## config.mk

```make
export PLATFORM = sky130hd
export DESIGN_NAME = ascii_integer_parser
export DESIGN_NICKNAME = d
export VERILOG_FILES = /design/src/rtl/core/aip_pkg.sv /design/src/rtl/core/aip_cfg_regs.sv /design/src/rtl/core/aip_parse.sv /design/src/rtl/core/aip_clamp.sv /design/src/rtl/core/ascii_integer_parser.sv
export SDC_FILE = /design/constraint.sdc
export NUM_CORES = 2
export LEC_CHECK = 0
export BUFFER_PORTS_ARGS = -buffer_cell sky130_fd_sc_hd__buf_4
export CAP_MARGIN = 20
export CORE_MARGIN = 4
export CORE_UTILIZATION = 50
export CTS_CLUSTER_DIAMETER = 30
export DETAILED_ROUTE_END_ITERATION = 10
export MAX_ROUTING_LAYER = met4
export PLACE_DENSITY = 0.68
export SYNTH_ARGS = -nofsm -noshare
export SYNTH_HDL_FRONTEND = slang
export SYNTH_SLANG_ARGS = --single-unit
```

## constraint.sdc

```tcl
create_clock -name i_clk -period 9.9 [get_ports i_clk]
set_clock_uncertainty 0.05 [all_clocks]
set_input_delay 1.485 -clock i_clk [delete_from_list [all_inputs] [get_ports i_clk]]
set_output_delay 1.485 -clock i_clk [all_outputs]
set_load 0.005 [all_outputs]
```

## src/rtl/core/aip_pkg.sv

```systemverilog
// Shared types, constants and helpers for the ASCII integer parser.
// No dependencies; every other file of the block imports this package.
package aip_pkg;

    localparam int PosW  = 16;            // stop position width
    localparam int AccW  = 64;            // magnitude accumulator width
    localparam int RadW  = 6;             // radix register width
    localparam int ModeW = 2;             // result mode register width
    localparam int CharW = 8;             // character width
    localparam int ProdW = AccW + RadW;   // accumulator times radix plus digit
    localparam int AddrW = 3;             // APB address width
    localparam int DataW = 32;            // APB data width

    // register map (index taken from paddr[2])
    localparam logic REG_RADIX = 1'b0;
    localparam logic REG_MODE  = 1'b1;

    // result modes; the unused code behaves as unsigned
    localparam logic [ModeW-1:0] MODE_S32 = 2'd0;
    localparam logic [ModeW-1:0] MODE_S64 = 2'd1;
    localparam logic [ModeW-1:0] MODE_U64 = 2'd2;

    // radix values of interest
    localparam logic [RadW-1:0] RADIX_AUTO  = 6'd0;
    localparam logic [RadW-1:0] RADIX_ONE   = 6'd1;
    localparam logic [RadW-1:0] RADIX_TWO   = 6'd2;
    localparam logic [RadW-1:0] RADIX_OCT   = 6'd8;
    localparam logic [RadW-1:0] RADIX_DEC   = 6'd10;
    localparam logic [RadW-1:0] RADIX_HEX   = 6'd16;
    localparam logic [RadW-1:0] RADIX_MAX   = 6'd36;
    localparam logic [RadW-1:0] RADIX_RESET = RADIX_DEC;

    // characters
    localparam logic [CharW-1:0] CH_SPACE = 8'h20;
    localparam logic [CharW-1:0] CH_TAB   = 8'h09;
    localparam logic [CharW-1:0] CH_LF    = 8'h0A;
    localparam logic [CharW-1:0] CH_PLUS  = 8'h2B;
    localparam logic [CharW-1:0] CH_MINUS = 8'h2D;
    localparam logic [CharW-1:0] CH_ZERO  = 8'h30;
    localparam logic [CharW-1:0] CH_NINE  = 8'h39;
    localparam logic [CharW-1:0] CH_LO_A  = 8'h61;
    localparam logic [CharW-1:0] CH_LO_X  = 8'h78;
    localparam logic [CharW-1:0] CH_LO_Z  = 8'h7A;
    localparam logic [CharW-1:0] CH_UP_A  = 8'h41;
    localparam logic [CharW-1:0] CH_UP_X  = 8'h58;
    localparam logic [CharW-1:0] CH_UP_Z  = 8'h5A;

    // snapshot of a finished parse, handed to the result formatter
    typedef struct packed {
        logic [AccW-1:0]  acc;
        logic             neg;
        logic             ovf;
        logic [PosW-1:0]  end_idx;
        logic [ModeW-1:0] mode;
    } t_snap;

    typedef struct packed {
        logic            ok;
        logic [RadW-1:0] val;
    } t_digit;

    // digit value of a character: 0-9, a-z, A-Z
    function automatic t_digit digit_of(input logic [CharW-1:0] c);
        t_digit d;
        logic [CharW-1:0] t;
        d.ok  = 1'b0;
        d.val = '0;
        t     = '0;
        if (c >= CH_ZERO && c <= CH_NINE) begin
            d.ok  = 1'b1;
            t     = c - CH_ZERO;
            d.val = t[RadW-1:0];
        end else if (c >= CH_LO_A && c <= CH_LO_Z) begin
            d.ok  = 1'b1;
            t     = c - CH_LO_A + 8'd10;
            d.val = t[RadW-1:0];
        end else if (c >= CH_UP_A && c <= CH_UP_Z) begin
            d.ok  = 1'b1;
            t     = c - CH_UP_A + 8'd10;
            d.val = t[RadW-1:0];
        end
        return d;
    endfunction

    // saturating position increment
    function automatic logic [PosW-1:0] pos_inc(input logic [PosW-1:0] p);
        return (&p) ? p : p + 1'b1;
    endfunction

endpackage

```

## src/rtl/core/aip_cfg_regs.sv

```systemverilog
// APB register file for the parser: radix and result mode.
// Depends on aip_pkg.
module aip_cfg_regs (
    input  logic                       i_clk,
    input  logic                       i_rst_n,
    input  logic                       psel,
    input  logic                       penable,
    input  logic                       pwrite,
    input  logic [aip_pkg::AddrW-1:0]  paddr,
    input  logic [aip_pkg::DataW-1:0]  pwdata,
    output logic [aip_pkg::DataW-1:0]  prdata,
    output logic                       pready,
    output logic [aip_pkg::RadW-1:0]   o_radix,
    output logic [aip_pkg::ModeW-1:0]  o_mode
);
    import aip_pkg::*;

    logic                 reg_idx;
    logic [RadW-1:0]      r_radix_q;
    logic [ModeW-1:0]     r_mode;
    logic                 wr_en;

    assign pready  = 1'b1;
    assign wr_en   = psel & penable & pwrite & pready;
    assign reg_idx = paddr[2];

    // register writes on the access phase
    always_ff @(posedge i_clk) begin
        if (!i_rst_n) begin
            r_radix_q <= RADIX_RESET;
            r_mode    <= MODE_S32;
        end else if (wr_en) begin
            unique case (reg_idx)
                REG_RADIX: r_radix_q <= pwdata[RadW-1:0];
                REG_MODE:  r_mode    <= pwdata[ModeW-1:0];
                default:   ;
            endcase
        end
    end

    // read mux
    always_comb begin
        unique case (reg_idx)
            REG_RADIX: prdata = DataW'(r_radix_q);
            REG_MODE:  prdata = DataW'(r_mode);
            default:   prdata = '0;
        endcase
    end

    assign o_radix = r_radix_q;
    assign o_mode  = r_mode;

endmodule

```

## src/rtl/core/aip_parse.sv

```systemverilog
// Per-character parse state machine with multiply-accumulate and a
// snapshot register that holds each finished parse. Depends on aip_pkg.
module aip_parse (
    input  logic                       i_clk,
    input  logic                       i_rst_n,
    input  logic                       i_go,       // consume the held character
    input  logic [aip_pkg::CharW-1:0]  i_char,
    input  logic                       i_last,
    input  logic [aip_pkg::RadW-1:0]   i_radix,
    input  logic [aip_pkg::ModeW-1:0]  i_mode,
    input  logic                       i_snap_take,
    output logic                       o_snap_v,
    output aip_pkg::t_snap             o_snap
);
    import aip_pkg::*;

    localparam logic [2:0] PH_SPACE  = 3'd0;
    localparam logic [2:0] PH_SIGN   = 3'd1;
    localparam logic [2:0] PH_ZERO   = 3'd2;
    localparam logic [2:0] PH_PREFIX = 3'd3;
    localparam logic [2:0] PH_DIGITS = 3'd4;
    localparam logic [2:0] PH_DONE   = 3'd5;

    logic [2:0]      r_phase, n_phase;
    logic            r_neg, n_neg;
    logic [RadW-1:0] r_ar, n_ar;
    logic [AccW-1:0] r_acc, n_acc;
    logic            r_ovf, n_ovf;
    logic [PosW-1:0] r_ci, n_ci;
    logic [PosW-1:0] r_end, n_end;
    logic            r_snap_v;
    t_snap           r_snap;

    t_digit          dg;
    logic            is_ws, is_sign, is_x, auto_or_hex, rad_bad;
    logic [RadW-1:0] fd_rad, b_sel, b_eff;
    logic            fd, take;
    logic [ProdW-1:0] prod;

    // character classes
    assign dg          = digit_of(i_char);
    assign is_ws       = (i_char == CH_SPACE) || (i_char == CH_TAB) || (i_char == CH_LF);
    assign is_sign     = (i_char == CH_PLUS) || (i_char == CH_MINUS);
    assign is_x        = (i_char == CH_LO_X) || (i_char == CH_UP_X);
    assign auto_or_hex = (i_radix == RADIX_AUTO) || (i_radix == RADIX_HEX);
    assign rad_bad     = (i_radix == RADIX_ONE) || (i_radix > RADIX_MAX);
    assign fd_rad      = (i_radix == RADIX_AUTO) ? RADIX_DEC : i_radix;

    // before the first digit the live radix applies, after it the latched one
    assign b_sel = ((r_phase == PH_SPACE) || (r_phase == PH_SIGN)) ? fd_rad : r_ar;

    // multiply-accumulate; the top bits give an exact overflow test
    assign b_eff = (b_sel < RADIX_TWO) ? RADIX_TWO : b_sel;
    assign prod  = ProdW'(r_acc) * ProdW'(b_eff) + ProdW'(dg.val);

    // next state for one character
    always_comb begin
        n_phase = r_phase;
        n_neg   = r_neg;
        n_ar    = r_ar;
        n_acc   = r_acc;
        n_ovf   = r_ovf;
        n_end   = r_end;
        n_ci    = pos_inc(r_ci);
        fd      = 1'b0;
        take    = 1'b0;

        unique case (r_phase)
            PH_SPACE: begin
                if (is_ws) begin
                end else if (is_sign) begin
                    n_neg   = (i_char == CH_MINUS);
                    n_phase = PH_SIGN;
                end else begin
                    fd = 1'b1;
                end
            end
            PH_SIGN: fd = 1'b1;
            PH_ZERO: begin
                if (is_x && auto_or_hex) begin
                    n_ar    = RADIX_HEX;
                    n_phase = PH_PREFIX;
                end else if (dg.ok && dg.val < r_ar) begin
                    take = 1'b1;
                end else begin
                    n_phase = PH_DONE;
                end
            end
            PH_PREFIX, PH_DIGITS: begin
                if (dg.ok && dg.val < r_ar) take = 1'b1;
                else                        n_phase = PH_DONE;
            end
            default: ;
        endcase

        // first digit decision: latch the working radix
        if (fd) begin
            if (rad_bad) begin
                n_phase = PH_DONE;
            end else if (i_char == CH_ZERO && auto_or_hex) begin
                n_ar    = (i_radix == RADIX_AUTO) ? RADIX_OCT : RADIX_HEX;
                n_acc   = '0;
                n_end   = pos_inc(r_ci);
                n_phase = PH_ZERO;
            end else begin
                n_ar = fd_rad;
                if (dg.ok && dg.val < fd_rad) take = 1'b1;
                else                          n_phase = PH_DONE;
            end
        end

        // accumulate a digit, saturating on overflow
        if (take) begin
            if (!r_ovf) begin
                if (|prod[ProdW-1:AccW]) begin
                    n_ovf = 1'b1;
                    n_acc = '1;
                end else begin
                    n_acc = prod[AccW-1:0];
                end
            end
            n_end   = pos_inc(r_ci);
            n_phase = PH_DIGITS;
        end
    end

    // parse state; a last character hands off and restarts
    always_ff @(posedge i_clk) begin
        if (!i_rst_n) begin
            r_phase <= PH_SPACE;
            r_neg   <= 1'b0;
            r_ar    <= '0;
            r_acc   <= '0;
            r_ovf   <= 1'b0;
            r_ci    <= '0;
            r_end   <= '0;
        end else if (i_go) begin
            if (i_last) begin
                r_phase <= PH_SPACE;
                r_neg   <= 1'b0;
                r_ar    <= '0;
                r_acc   <= '0;
                r_ovf   <= 1'b0;
                r_ci    <= '0;
                r_end   <= '0;
            end else begin
                r_phase <= n_phase;
                r_neg   <= n_neg;
                r_ar    <= n_ar;
                r_acc   <= n_acc;
                r_ovf   <= n_ovf;
                r_ci    <= n_ci;
                r_end   <= n_end;
            end
        end
    end

    // snapshot stage
    always_ff @(posedge i_clk) begin
        if (!i_rst_n) begin
            r_snap_v <= 1'b0;
        end else if (i_go && i_last) begin
            r_snap_v <= 1'b1;
        end else if (i_snap_take) begin
            r_snap_v <= 1'b0;
        end
    end

    always_ff @(posedge i_clk) begin
        if (i_go && i_last) begin
            r_snap.acc     <= n_acc;
            r_snap.neg     <= n_neg;
            r_snap.ovf     <= n_ovf;
            r_snap.end_idx <= n_end;
            r_snap.mode    <= i_mode;
        end
    end

    assign o_snap_v = r_snap_v;
    assign o_snap   = r_snap;

endmodule

```

## src/rtl/core/aip_clamp.sv

```systemverilog
// Result formatter: signs, clamps or wraps the magnitude and holds the
// output word until taken. Depends on aip_pkg.
module aip_clamp (
    input  logic                      i_clk,
    input  logic                      i_rst_n,
    input  logic                      i_go,      // load a snapshot
    input  aip_pkg::t_snap            i_snap,
    input  logic                      i_take,    // output word taken
    output logic                      o_valid,
    output logic [aip_pkg::AccW-1:0]  o_value,
    output logic [aip_pkg::PosW-1:0]  o_stop,
    output logic                      o_err
);
    import aip_pkg::*;

    localparam logic [AccW-1:0] S32_MIN_MAG = 64'h0000_0000_8000_0000;
    localparam logic [AccW-1:0] S32_MAX     = 64'h0000_0000_7FFF_FFFF;
    localparam logic [AccW-1:0] S32_MIN_SX  = 64'hFFFF_FFFF_8000_0000;
    localparam logic [AccW-1:0] S64_MIN_MAG = 64'h8000_0000_0000_0000;
    localparam logic [AccW-1:0] S64_MAX     = 64'h7FFF_FFFF_FFFF_FFFF;

    logic            r_valid;
    logic [AccW-1:0] r_value, n_value;
    logic [PosW-1:0] r_stop;
    logic            r_err, n_err;
    logic [31:0]     neg32;
    logic [AccW-1:0] v;

    assign v     = i_snap.acc;
    assign neg32 = 32'd0 - v[31:0];

    // clamp or wrap by mode
    always_comb begin
        n_value = v;
        n_err   = 1'b0;
        case (i_snap.mode)
            MODE_S32: begin
                if (i_snap.neg) begin
                    if (v > S32_MIN_MAG) begin
                        n_err   = 1'b1;
                        n_value = S32_MIN_SX;
                    end else begin
                        n_value = {{32{neg32[31]}}, neg32};
                    end
                end else if (v > S32_MAX) begin
                    n_err   = 1'b1;
                    n_value = S32_MAX;
                end
            end
            MODE_S64: begin
                if (i_snap.neg) begin
                    if (v > S64_MIN_MAG) begin
                        n_err   = 1'b1;
                        n_value = S64_MIN_MAG;
                    end else begin
                        n_value = '0 - v;
                    end
                end else if (v > S64_MAX) begin
                    n_err   = 1'b1;
                    n_value = S64_MAX;
                end
            end
            default: begin
                // unsigned; the spare code behaves the same
                if (i_snap.ovf) begin
                    n_err   = 1'b1;
                    n_value = '1;
                end else begin
                    n_value = i_snap.neg ? ('0 - v) : v;
                end
            end
        endcase
        if (i_snap.ovf) n_err = 1'b1;
    end

    // output word register
    always_ff @(posedge i_clk) begin
        if (!i_rst_n) begin
            r_valid <= 1'b0;
        end else if (i_go) begin
            r_valid <= 1'b1;
        end else if (i_take) begin
            r_valid <= 1'b0;
        end
    end

    always_ff @(posedge i_clk) begin
        if (i_go) begin
            r_value <= n_value;
            r_stop  <= i_snap.end_idx;
            r_err   <= n_err;
        end
    end

    assign o_valid = r_valid;
    assign o_value = r_value;
    assign o_stop  = r_stop;
    assign o_err   = r_err;

endmodule

```

## src/rtl/core/ascii_integer_parser.sv

```systemverilog
// Top level of the streaming ASCII integer parser: input register, parse
// stage, formatter and APB registers. Depends on aip_pkg and its submodules.
//
//  port group   dir  tdata / tuser fields (low bit first)          notes
//  s_ (input)   in   tdata: char_code[7:0]; tlast: is_last         one char per word
//  m_ (output)  out  tdata: value_bits[63:0], stop_position[79:64]  one word per string
//                    tuser: range_error
//  APB          in   radix @0x0, result_mode @0x4                   pready tied high
//
// One character per cycle is accepted, with no gaps between words, unless a held last
// character waits as described below. A result word's last character moves from the input
// register into the parse state and snapshot register, then into the formatter's output register.
// A held non-last character never blocks the input; a held last character waits only
// while the snapshot and output registers are both full and the output word is not
// taken, and the input stalls meanwhile. Reset is synchronous, active low.
module ascii_integer_parser (
    input  logic                       i_clk,
    input  logic                       i_rst_n,
    // input stream
    input  logic                       i_s_tvalid,
    output logic                       o_s_tready,
    input  logic [7:0]                 i_s_tdata,   // [7:0] char_code
    input  logic                       i_s_tlast,   // is_last
    // output stream
    output logic                       o_m_tvalid,
    input  logic                       i_m_tready,
    output logic [79:0]                o_m_tdata,   // [63:0] value_bits, [79:64] stop_position
    output logic                       o_m_tuser,   // [0] range_error
    // configuration
    input  logic                       psel,
    input  logic                       penable,
    input  logic                       pwrite,
    input  logic [aip_pkg::AddrW-1:0]  paddr,
    input  logic [aip_pkg::DataW-1:0]  pwdata,
    output logic [aip_pkg::DataW-1:0]  prdata,
    output logic                       pready
);
    import aip_pkg::*;

    logic             r_in_v;
    logic [CharW-1:0] r_in_char;
    logic             r_in_last;
    logic             par_go, snap_v, snap_free, out_free, fmt_go;
    t_snap            snap;
    logic [RadW-1:0]  cfg_radix;
    logic [ModeW-1:0] cfg_mode;
    logic [AccW-1:0]  res_value;
    logic [PosW-1:0]  res_stop;
    logic             res_err;

    // stage handoff
    assign out_free   = !o_m_tvalid || i_m_tready;
    assign snap_free  = !snap_v || out_free;
    assign fmt_go     = snap_v && out_free;
    assign par_go     = r_in_v && (!r_in_last || snap_free);
    assign o_s_tready = !r_in_v || par_go;

    // input register
    always_ff @(posedge i_clk) begin
        if (!i_rst_n) begin
            r_in_v <= 1'b0;
        end else if (i_s_tvalid && o_s_tready) begin
            r_in_v <= 1'b1;
        end else if (par_go) begin
            r_in_v <= 1'b0;
        end
    end

    always_ff @(posedge i_clk) begin
        if (i_s_tvalid && o_s_tready) begin
            r_in_char <= i_s_tdata;
            r_in_last <= i_s_tlast;
        end
    end

    aip_cfg_regs u_cfg (
        .i_clk   (i_clk),
        .i_rst_n (i_rst_n),
        .psel    (psel),
        .penable (penable),
        .pwrite  (pwrite),
        .paddr   (paddr),
        .pwdata  (pwdata),
        .prdata  (prdata),
        .pready  (pready),
        .o_radix (cfg_radix),
        .o_mode  (cfg_mode)
    );

    aip_parse u_parse (
        .i_clk       (i_clk),
        .i_rst_n     (i_rst_n),
        .i_go        (par_go),
        .i_char      (r_in_char),
        .i_last      (r_in_last),
        .i_radix     (cfg_radix),
        .i_mode      (cfg_mode),
        .i_snap_take (fmt_go),
        .o_snap_v    (snap_v),
        .o_snap      (snap)
    );

    aip_clamp u_clamp (
        .i_clk   (i_clk),
        .i_rst_n (i_rst_n),
        .i_go    (fmt_go),
        .i_snap  (snap),
        .i_take  (i_m_tready),
        .o_valid (o_m_tvalid),
        .o_value (res_value),
        .o_stop  (res_stop),
        .o_err   (res_err)
    );

    assign o_m_tdata = {res_stop, res_value};
    assign o_m_tuser = res_err;

    // a new result word only ever follows a held snapshot
    a_out_from_snap: assert property (@(posedge i_clk) disable iff (!i_rst_n)
        $rose(o_m_tvalid) |-> $past(snap_v))
        else $error("result word without a parse snapshot");

    // a consumed last character always produces a snapshot
    a_last_snaps: assert property (@(posedge i_clk) disable iff (!i_rst_n)
        (par_go && r_in_last) |=> snap_v)
        else $error("last character lost before snapshot");

    // ordinary characters are never held back
    a_no_stall_mid: assert property (@(posedge i_clk) disable iff (!i_rst_n)
        (r_in_v && !r_in_last) |-> o_s_tready)
        else $error("stall on a non-last character");

endmodule
```

==> flow_summary.ini <==
[outcome]
status = finished clean

[clock_tree]
cts_sinks = 292
cts.reportedPaths.clkPinSlew_ns = 0.05
cts_tree = yes
post_cts_buffers = 0
cts-buffers-inserted = 67
clk_latency_ns = 0.59
root_buffer = clkbuf_16
htree_num_levels = 3
post_cts_resize_count = 0
hold_buffers = 0
ctsLongestPathBuffers = 3

[timing]
hold_slack_ns = 0.361
fin_setup_tns_ns = 0
slew_headroom_pct = 24.3
fin_crit_sh_pct = 91.9
setup_viol = 0
max_freq_mhz = 110
rsz0062_at_grt = no
maxSlewViolCount = 0
hold_viol = 0
period_minus_slack_ns = 9.10
worst_pin_slew_ns = 1.14

[die]
initial_utilization_pct = 50.4
coreArea_mm2 = 0.0563
die_y_um = 246
dieArea_mm2 = 0.0607
num_rows = 87
io_pins = 167
die_w_um = 246

[finish]
fill_cells = 4818
regArea_mm2 = 0.00759
instances_no_fill = 3972
final_core_util_pct = 57.1
drive_above_1_share_pct = 9.52
multi_input_area_mm2 = 0.0197
area_growth_pct = 13.2
nets = 3632

[detailed_routing]
wl_met3_um = 6120
drt_first_pass_iters = 6
via_per_inst = 6.06
vias = 24068
postRouteAntennaNets = 0
drc = 0
drt_iter0_markers = 2150
top_layer = met4
wl_per_cell_um = 20.4
wl_met1_um = 35700
wl_met2_um = 36900
totalWireLength_um = 81000

[global_routing]
grt_pass1_wl_um = 130000
grt_antenna_before_repair = 3
overflow = 0
gr-usage-all-layers_pct = 27.2
grt_pass1_vias = 23938
grt_max_degree = 85

[critical_path]
crit_type = flop to flop
end_kind = flop
critPathLaunchType = flop
crit_arrival_ns = 9.46
crit_required_ns = 10.25
cp_max_fo = 72

[pwr]
switching_share_pct = 27.8
net-switching-power_w = 0.00122
vdd_drop_max_mv = 0.0885
share_seq_of_total_power_pct = 32.0
internal_power_w = 0.00316
pwr_density_cell_mw_per_mm2 = 136
leakagePower_nw = 13.7
power.share.combinational_pct = 14.3
power_frac_clock_pct = 53.7

[synth]
ys_ff_latch = 292
synth_area_mm2 = 0.0284
synth_edf_count = 174
syn_inst = 3146
avgSynthCellArea_um2 = 9.02
async_reset_ff_share_pct = 0
yosys_warnings = 0
synthFlopType = edfxtp_1
netlist-cell-type-count = 83
synth-seq-area-share_pct = 26.7

[flow_run]
cap_violations = 0

[min_path]
hp-class = flop to flop

[place]
hpwl_um = 59800
port-buffer-count = 111
place_congestion = 0.958
dp.cells = 3845
[power by group through the flow]
stage	sequential, W	clock (W)	combinational (W)
after detailed placement	0.00142	0	0.000596
final	0.00140	0.00235	0.000624
after global routing	0.00140	0.00245	0.000683
after global placement	0.00142	0	0.000584
after floorplan	0.00140	0	0.000427
after CTS	0.00140	0.00239	0.000600
[stage by stage]
step	setup slack [ns]	power [W]	area [um2]
2_1_floorplan	2.54	0.00183	28500
3_3_place_gp	1.12	0.00200	29700
3_5_place_dp	0.981	0.00202	29700
5_1_grt	0.175	0.00453	32100
6_report	0.800	0.00437	32100
4_1_cts	0.903	0.00438	32100
[routing by layer]
layer	vias up	GRT usage [%]
met4	0	9.51
met1	11768	37.1
li1	11166	-
met2	994	41.4
met5	-	-
met3	140	4.42
[cells in the final DEF, fill, tap and decap left out, types with 21 or more instances in the layout]
cell,synthesis,routed
nand4_1,42,42
o31ai_1,95,95
nand2_1,224,223
nor2_1,210,209
dfxtp_1,118,118
nor3_1,59,58
conb_1,2,27
and2_1,259,258
o21ai_0,238,236
ha_1,168,168
a21oi_1,294,291
xnor2_1,52,52
a21o_1,35,35
fa_1,252,252
buf_4,27,141
a31oi_1,27,25
clkbuf_16,0,69
nor2b_1,167,166
edfxtp_1,174,174
xor2_1,44,44
nand3_1,61,60
o22ai_1,26,26
inv_1,73,72
nor4_1,21,21
[worst max-delay path: stages (launching register included)]
cell and delay, ns:
dfxtp_1 0.37, nor2_1 0.55, o21ai_4 0.42, nor2_1 0.19, nand3_1 0.13, nand2_1 0.20, buf_4 0.43, buf_4 0.41
and2_1 0.21, fa_1 0.46, fa_1 0.49, fa_1 0.50, ha_1 0.31, ha_1 0.41, and3_1 0.24, and2_1 0.20
a221o_1 0.30, a2111oi_0 0.67, o22ai_1 0.30, a211oi_1 0.60, nand4_4 0.62, buf_12 0.43, o31ai_1 0.28, a21oi_1 0.10
[logic make-up after synthesis]
family / synth area share, %
and+or+nand+nor: 21.0
AOI/OAI and AO/OA: 18.8
adders and majority gates: 25.2
buffers and inverters: 4.43
DFF: 26.7
xor gates and xnor gates: 2.96
muxes: 0.851
other: 0.0265
[Yosys cell counts, drive strengths merged (14+ instances only)]
cell / count / share of area [%]
nor2b: 167 / 3.7
o22ai: 27 / 0.62
nand2: 225 / 3.0
a21oi: 294 / 5.2
nand2b: 14 / 0.31
a22oi: 18 / 0.49
o31ai: 95 / 2.5
mux2i: 14 / 0.49
dfxtp: 118 / 8.3
clkbuf: 176 / 2.3
fa: 252 / 18
nand4: 43 / 0.97
a21o: 35 / 0.93
xnor2: 52 / 1.6
edfxtp: 174 / 18
a21boi: 15 / 0.40
and3: 14 / 0.31
o21bai: 14 / 0.37
o21a: 17 / 0.45
or3: 16 / 0.35
o21ai: 241 / 4.2
nand3: 61 / 1.1
nor2: 211 / 2.8
buf: 49 / 1.1
nor3: 59 / 1.0
ha: 168 / 7.4
a31oi: 27 / 0.60
inv: 73 / 0.97
xor2: 44 / 1.4
nor4: 22 / 0.54
and2: 259 / 5.7
[final cells by class]
cell class / count / area share (%)
multi-input combinational: 2581 / 61.5
sequential: 292 / 23.6
clock buffer: 83 / 5.57
timing repair buffer: 146 / 3.59
tap: 756 / 2.94
clock inverter: 39 / 1.93
inverter: 73 / 0.857
antenna: 2 / 0.0156
[registers in the layout, summed over array words and instances (netlist names), 2 cells and up]
signal / cells
u_cfg.o_radix: 6
r_in_char: 8
u_parse.r_end: 16
u_parse.r_ci: 16
u_parse.o_snap: 84
u_parse.r_acc: 64
u_clamp.o_value: 64
u_parse.r_ar: 6
u_clamp.o_stop: 16
u_cfg.o_mode: 2
u_parse.r_phase: 3
[final timing paths]
kind                 startpoint            endpoint  slack [ns]  depth (start not counted)
max          u_parse.r_phase[2]   u_parse.r_acc[16]        0.80                         23
min          u_parse.o_snap[16]  u_clamp.o_stop[14]        0.36                          0
max reg2reg  u_parse.r_phase[2]   u_parse.r_acc[16]        0.80                         23
min reg2reg  u_parse.o_snap[16]  u_clamp.o_stop[14]        0.36                          0
(Power assumes the default switching activity.)
